File: src/tsc_pkg.sv
// ----------------------------------------------------------------------------
// tsc_pkg: shared types, constants and functions of the scratchpad checker
// Holds the scratchpad byte map, the CRC-8 step, resolution masks and the
// item structs passed between the input register, core and output register.
// ----------------------------------------------------------------------------
package tsc_pkg;

  // number of sensors on the bus (1 to 16)
  localparam int SENSOR_COUNT = 16;

  localparam int SENSOR_W = 4;
  localparam int TEMP_W   = 16;
  localparam int MASK_W   = 16;
  localparam int POS_W    = 4;

  // sensor index of the final sensor of a scan
  localparam logic [SENSOR_W-1:0] LAST_INDEX = SENSOR_W'(SENSOR_COUNT - 1);

  // scratchpad byte map
  localparam logic [POS_W-1:0] POS_TEMP_LSB = 4'd0;
  localparam logic [POS_W-1:0] POS_TEMP_MSB = 4'd1;
  localparam logic [POS_W-1:0] POS_CONFIG   = 4'd4;
  localparam logic [POS_W-1:0] POS_CRC      = 4'd8;

  // dallas/maxim crc-8, reflected polynomial
  localparam logic [7:0] CRC_POLY = 8'h8C;

  // reading substituted on a crc failure (-99.0 C)
  localparam logic [TEMP_W-1:0] BAD_READING_RAW = 16'hF9D0;

  // resolution codes from config byte bits 6:5
  localparam logic [1:0] RES_9BIT  = 2'd0;
  localparam logic [1:0] RES_10BIT = 2'd1;
  localparam logic [1:0] RES_11BIT = 2'd2;
  localparam logic [1:0] RES_12BIT = 2'd3;

  typedef struct packed {
    logic       new_scan;
    logic [7:0] scratch_byte;
  } in_item_t;

  typedef struct packed {
    logic [SENSOR_W-1:0]      sensor_index;
    logic signed [TEMP_W-1:0] temp_sixteenths;
    logic                     crc_bad;
    logic [MASK_W-1:0]        error_mask;
    logic                     last_sensor;
  } result_t;

  // one byte through the crc, lsb first
  function automatic logic [7:0] crc8_update(input logic [7:0] crc_in,
                                             input logic [7:0] data);
    logic [7:0] crc;
    logic       mix;
    crc = crc_in;
    for (int k = 0; k < 8; k++) begin
      mix = crc[0] ^ data[k];
      crc = {1'b0, crc[7:1]};
      if (mix) begin
        crc = crc ^ CRC_POLY;
      end
    end
    return crc;
  endfunction

  // clear the undefined low bits for the configured resolution
  function automatic logic [TEMP_W-1:0] apply_resolution(input logic [TEMP_W-1:0] raw,
                                                         input logic [1:0] res);
    logic [TEMP_W-1:0] masked;
    unique case (res)
      RES_9BIT:  masked = {raw[TEMP_W-1:3], 3'b000};
      RES_10BIT: masked = {raw[TEMP_W-1:2], 2'b00};
      RES_11BIT: masked = {raw[TEMP_W-1:1], 1'b0};
      RES_12BIT: masked = raw;
      default:   masked = raw;
    endcase
    return masked;
  endfunction

endpackage

File: src/tsc_core.sv
// ----------------------------------------------------------------------------
// tsc_core: per-sensor state and result logic
// Tracks byte position, crc and captured bytes; on the crc byte it forms the
// checked, resolution-masked reading and updates the error mask.
// ----------------------------------------------------------------------------
module tsc_core (
  input  logic              clk,
  input  logic              rst_n,
  input  logic              item_valid,
  input  tsc_pkg::in_item_t item,
  input  logic              out_free,
  output logic              item_take,
  output logic              res_valid,
  output tsc_pkg::result_t  res
);
  import tsc_pkg::*;

  logic [POS_W-1:0]    byte_pos_r, byte_pos_nxt;
  logic [7:0]          crc_r, crc_nxt;
  logic [SENSOR_W-1:0] sensor_r, sensor_nxt;
  logic [MASK_W-1:0]   mask_r, mask_nxt;
  logic [7:0]          temp_lo_r;
  logic [7:0]          temp_hi_r;
  logic [1:0]          res_bits_r;

  logic [POS_W-1:0]    pos_eff;
  logic [7:0]          crc_eff;
  logic [SENSOR_W-1:0] sensor_eff;
  logic [MASK_W-1:0]   mask_eff;
  logic                emits;
  logic                crc_bad;
  logic                last;
  logic [MASK_W-1:0]   mask_upd;
  logic [TEMP_W-1:0]   raw;

  // a new scan clears position, crc, sensor and mask before this byte
  always_comb begin
    pos_eff    = item.new_scan ? '0 : byte_pos_r;
    crc_eff    = item.new_scan ? '0 : crc_r;
    sensor_eff = item.new_scan ? '0 : sensor_r;
    mask_eff   = item.new_scan ? '0 : mask_r;
  end

  // result of the crc byte
  always_comb begin
    emits    = !(pos_eff < POS_CRC);
    crc_bad  = (crc_eff != item.scratch_byte);
    last     = (sensor_eff == LAST_INDEX);
    mask_upd = mask_eff | (crc_bad ? (MASK_W'(1) << sensor_eff) : '0);
    raw      = crc_bad ? BAD_READING_RAW : {temp_hi_r, temp_lo_r};
  end

  assign item_take = item_valid && (!emits || out_free);
  assign res_valid = item_valid && emits;

  always_comb begin
    res.sensor_index    = sensor_eff;
    res.temp_sixteenths = apply_resolution(raw, res_bits_r);
    res.crc_bad         = crc_bad;
    res.error_mask      = mask_upd;
    res.last_sensor     = last;
  end

  // control state update
  always_comb begin
    byte_pos_nxt = byte_pos_r;
    crc_nxt      = crc_r;
    sensor_nxt   = sensor_r;
    mask_nxt     = mask_r;
    if (item_take) begin
      if (!emits) begin
        byte_pos_nxt = pos_eff + POS_W'(1);
        crc_nxt      = crc8_update(crc_eff, item.scratch_byte);
        sensor_nxt   = sensor_eff;
        mask_nxt     = mask_eff;
      end else begin
        byte_pos_nxt = '0;
        crc_nxt      = '0;
        sensor_nxt   = last ? '0 : sensor_eff + SENSOR_W'(1);
        mask_nxt     = mask_upd;
      end
    end
  end

  always_ff @(posedge clk) begin
    if (!rst_n) begin
      byte_pos_r <= '0;
      crc_r      <= '0;
      sensor_r   <= '0;
      mask_r     <= '0;
    end else begin
      byte_pos_r <= byte_pos_nxt;
      crc_r      <= crc_nxt;
      sensor_r   <= sensor_nxt;
      mask_r     <= mask_nxt;
    end
  end

  // captured reading and resolution bytes
  always_ff @(posedge clk) begin
    if (item_take && !emits) begin
      if (pos_eff == POS_TEMP_LSB) begin
        temp_lo_r <= item.scratch_byte;
      end
      if (pos_eff == POS_TEMP_MSB) begin
        temp_hi_r <= item.scratch_byte;
      end
      if (pos_eff == POS_CONFIG) begin
        res_bits_r <= item.scratch_byte[6:5];
      end
    end
  end

`ifndef SYNTHESIS
  // position never runs past the crc byte
  a_pos_range: assert property (@(posedge clk) disable iff (!rst_n)
    !(byte_pos_r > POS_CRC))
    else $error("byte position past crc byte");

  // a delivered crc byte restarts the next sensor at byte 0
  a_pos_restart: assert property (@(posedge clk) disable iff (!rst_n)
    (item_take && emits) |=> (byte_pos_r == '0 && crc_r == '0))
    else $error("position not restarted after crc byte");

  // mask only gains bits within a scan
  a_mask_grow: assert property (@(posedge clk) disable iff (!rst_n)
    (item_take && !item.new_scan) |=> ((mask_r & $past(mask_r)) == $past(mask_r)))
    else $error("error mask lost a bit within a scan");

  // a result is only held back when the output side is full
  a_stall_cause: assert property (@(posedge clk) disable iff (!rst_n)
    (item_valid && !item_take) |-> (emits && !out_free))
    else $error("item stalled without a full output");
`endif

endmodule

File: config.mk
export PLATFORM = sky130hd
export DESIGN_NAME = tsc_core
export DESIGN_NICKNAME = d
export VERILOG_FILES = /design/src/tsc_pkg.sv /design/src/tsc_core.sv
export SDC_FILE = /design/constraint.sdc
export NUM_CORES = 1
export LEC_CHECK = 0
export BUFFER_PORTS_ARGS = -buffer_cell sky130_fd_sc_hd__buf_2
export CAP_MARGIN = 20
export CORE_UTILIZATION = 52
export CTS_BUF_LIST = sky130_fd_sc_hd__clkbuf_8
export DETAILED_ROUTE_END_ITERATION = 10
export GPL_TIMING_DRIVEN = 1
export PLACE_DENSITY = 0.79
export SETUP_SLACK_MARGIN = 0.2
export SYNTH_ARGS = -nofsm -noshare
export SYNTH_HDL_FRONTEND = slang
export SYNTH_SLANG_ARGS = --single-unit
File: constraint.sdc
create_clock -name clk -period 2.4 [get_ports clk]
set_clock_uncertainty 0.2 [all_clocks]
set_input_delay 0.36 -clock clk [delete_from_list [all_inputs] [get_ports clk]]
set_output_delay 0.36 -clock clk [all_outputs]
set_load 0.01 [all_outputs]
==> metrics.txt <==
switching power of the nets=0.6025 mW; worst-path cell chain=nor4bb_1 > a31oi_1 > o32ai_2 > nand4_1 > buf_6 > buf_12 > a31oi_4 > nor2_1 > buf_2; flops & latches, synth=50; Die Wd=74.46 um; Crit Path Max Fanout=6; status=finished, violations left; WHS=74.88 ps; Post-synth EDFFs=18; f_max=379.6 MHz; crit path capture type=primary output; peak supply drop=0.0003218 V; IO Pins=53; antenna violations before repair=0; sequential cell area fraction in the yosys report=between 40% and 50%; Max Slew Vio Count=0; WL per Instance=15.35 um; GRT Residual Overflow=0; failing checks=setup timing; Layout area overhead=38.31%; most frequent cells in the layout=buf_2 (44), buf_4 (31), dfxtp_1 (25); worst slew pin tran=502.9 ps; CP Launch Type=register; CP max stage cell=dfxtp_4; post-layout net count=412; most common cell after layout, fill and taps aside=buf_2; Worst EP arrival=2070 ps; WP data required=1840 ps; hold_buf cts=0; area of the core=5075 um2; ANT nets after route=0; Static Leak=1.517 nW; non-filler instance count after layout=461; I/O Buffers=between 50 and 60; Starting Density=a little over half; syn nets=333; fin crit share=109.8%; CTS Buf Count=5; leading area contributor after synthesis=dfxtp_1; slew margin rel.=66.42%; vias after detailed routing=2,495; Util after Layout=74.41%; final wirelength=7075 um; HPWL Detailed=4349 um; RSZ-0062 raised after global routing=yes; worst setup margin=-234.4 ps; DRC errors left=0; DR vias/cell=about 5.4; Reg power frac=a little under half; clock latency on the worst-skew pair=310 ps; HP Class=input pin to register; critical path class=register to primary output; DR iter-0 viols=141; Final min period=2634 ps; adder-cell share of the synthesized area=under 10%; Max Cap Violations=0; pre-CTS WS=-102.6 ps; number of diodes=0; yosys warns=0; CTS root buf=clkbuf_8; Synth Area in XOR/XNOR=about 8.5%; Syn Area/Cell=between 8 and 9 um2; crit-path max cell delay=around 370 ps; most area-consuming cells after synthesis=dfxtp_1 (23%), edfxtp_1 (20%), xnor2_1 (5.5%); Clock Power Share=28.5%; Async S/R FF share, synth=0%; cell count after synthesis=311; Mapped Area=2730 um2; Synth Flop Type=dfxtp_1; Die Ht=74.46 um; share of cells above drive strength 1=38.11%; Sw Ratio=28.34%; clock sink count=50; GPL Wtd Cong=0.8635; Synth Area in Simple Gates=a little under a quarter; cell internal pwr=1.524 mW; die area=5544 um2; largest net degree at the start of global routing=28; largest family of logic cells by synthesized area=simple AND/OR/NAND/NOR gates; CP delay by family, top=simple AND/OR/NAND/NOR gates; first-pass GRT wire length=10,310 um; crit path buf inv count=3; combinational share of power=between 20% and 30%; compound-gate portion of the synthesized area=between 10% and 20%; number of global-route vias before repair=~2,200; final hold vios=0; Total Routing Usage GR=24.76%; pwr dens=563.1 nW/um2; # rows=26; CTS tree=yes; Setup Viol. Count Final=33; Yosys top cell area share=23.46%; Worst-path clk slew=90 ps; htree depth=2; fill cell total of the finished layout=between 300 and 400; Netlist cell types=37; maximum root-to-sink buffer count=2; mux contribution to synthesized area=0%; Tot Pwr=2.126 mW; DRT Pass-1 Iters=4; dpl cells=440
[cell usage after synthesis (9+ instances only)]
cell      number
o21ai_0       25
or2_2          9
a31oi_1        9
clkbuf_1      13
nand2_1       28
nor2_1        22
inv_1         26
ha_1           9
dfxtp_1       32
edfxtp_1      18
nand2b_1      14
o22ai_1        9
nor2b_1       14
xnor2_1       17
[logic make-up (layout without fill, tap and decap cells)]
family | after synthesis | in the layout
DFF | 50 | 50
adders and majority gates | 9 | 9
xor gates and xnor gates | 23 | 23
and+or+nand+nor | 121 | 121
AOI/OAI and AO/OA | 64 | 64
buffers and inverters | 44 | 124
[sequential cells by signal, indices dropped and copies added, names as in the netlist]
signal and flops:
byte_pos_r 4, sensor_r 4, mask_r 16, crc_r 8
temp_lo_r 8, temp_hi_r 8, res_bits_r 2
[area by class of cell]
class                   count  area [um2]  area share (%)
clock inverters             3       43.79           1.160
flip-flops and latches     50        1200           31.78
well taps                  70       87.58           2.319
clock buffers               5       68.82           1.822
multi-input cells         217        1637           43.34
inverters                  27       107.6           2.850
repair buffers             89       631.9           16.73
[what timing repair did]
item                       in CTS  in global routing
setup buffers                   6                  4
gates cloned                    3                  0
setup endpoints to repair      34                 35
pin swaps                      16                  4
resized for setup              47                 20
[power groups by stage]
stage | registers (mW) | logic, mW | clock network (mW)
after CTS | 0.993 | 0.488 | 0.614
after global placement | 1.00 | 0.423 | 0
final | 0.995 | 0.526 | 0.606
after global routing | 1.00 | 0.570 | 0.650
after floorplan | 0.992 | 0.328 | 0
after detailed placement | 1.01 | 0.427 | 0
[final timing paths]
check	start	to	slack, ps	cells after the start
min reg2reg	mask_r[0]$_SDFFE_PN0P_	mask_r[0]$_SDFFE_PN0P_	260	2
max	crc_r[1]$_SDFFE_PN0P_	res[16]	-230	9
max reg2reg	crc_r[1]$_SDFFE_PN0P_	crc_r[7]$_SDFFE_PN0P_	270	8
min	item[7]	temp_lo_r[7]$_DFFE_PP_	70	1
[worst register-to-register path, stage by stage (launching register included)]
cell     delay, ps
dfxtp_4        370
buf_4          130
buf_4          130
xnor2_1        140
nor2_1         150
xnor3_2        300
xnor2_2        190
or3_1          390
nand3_1         80
[metal layers]
layer	GRT usage [%]	wire length, um	up-vias
met5	0	0	-
met4	9.644	172	0
met3	4.336	252	15
met2	39.14	3507	66
met1	33.76	3143	1186
li1	-	-	1228
[metrics by stage]
| stage | cell area (um2) | TNS [ps] |
|---|---|---|
| final | 3776 | -5668 |
| after detailed placement | 3287 | -429.3 |
| after CTS | 3638 | -2163 |
| after global placement | 3287 | -234.4 |
| after global routing | 3776 | -8660 |
| after floorplan | 2867 | 0 |
(Power assumes the default switching activity.)
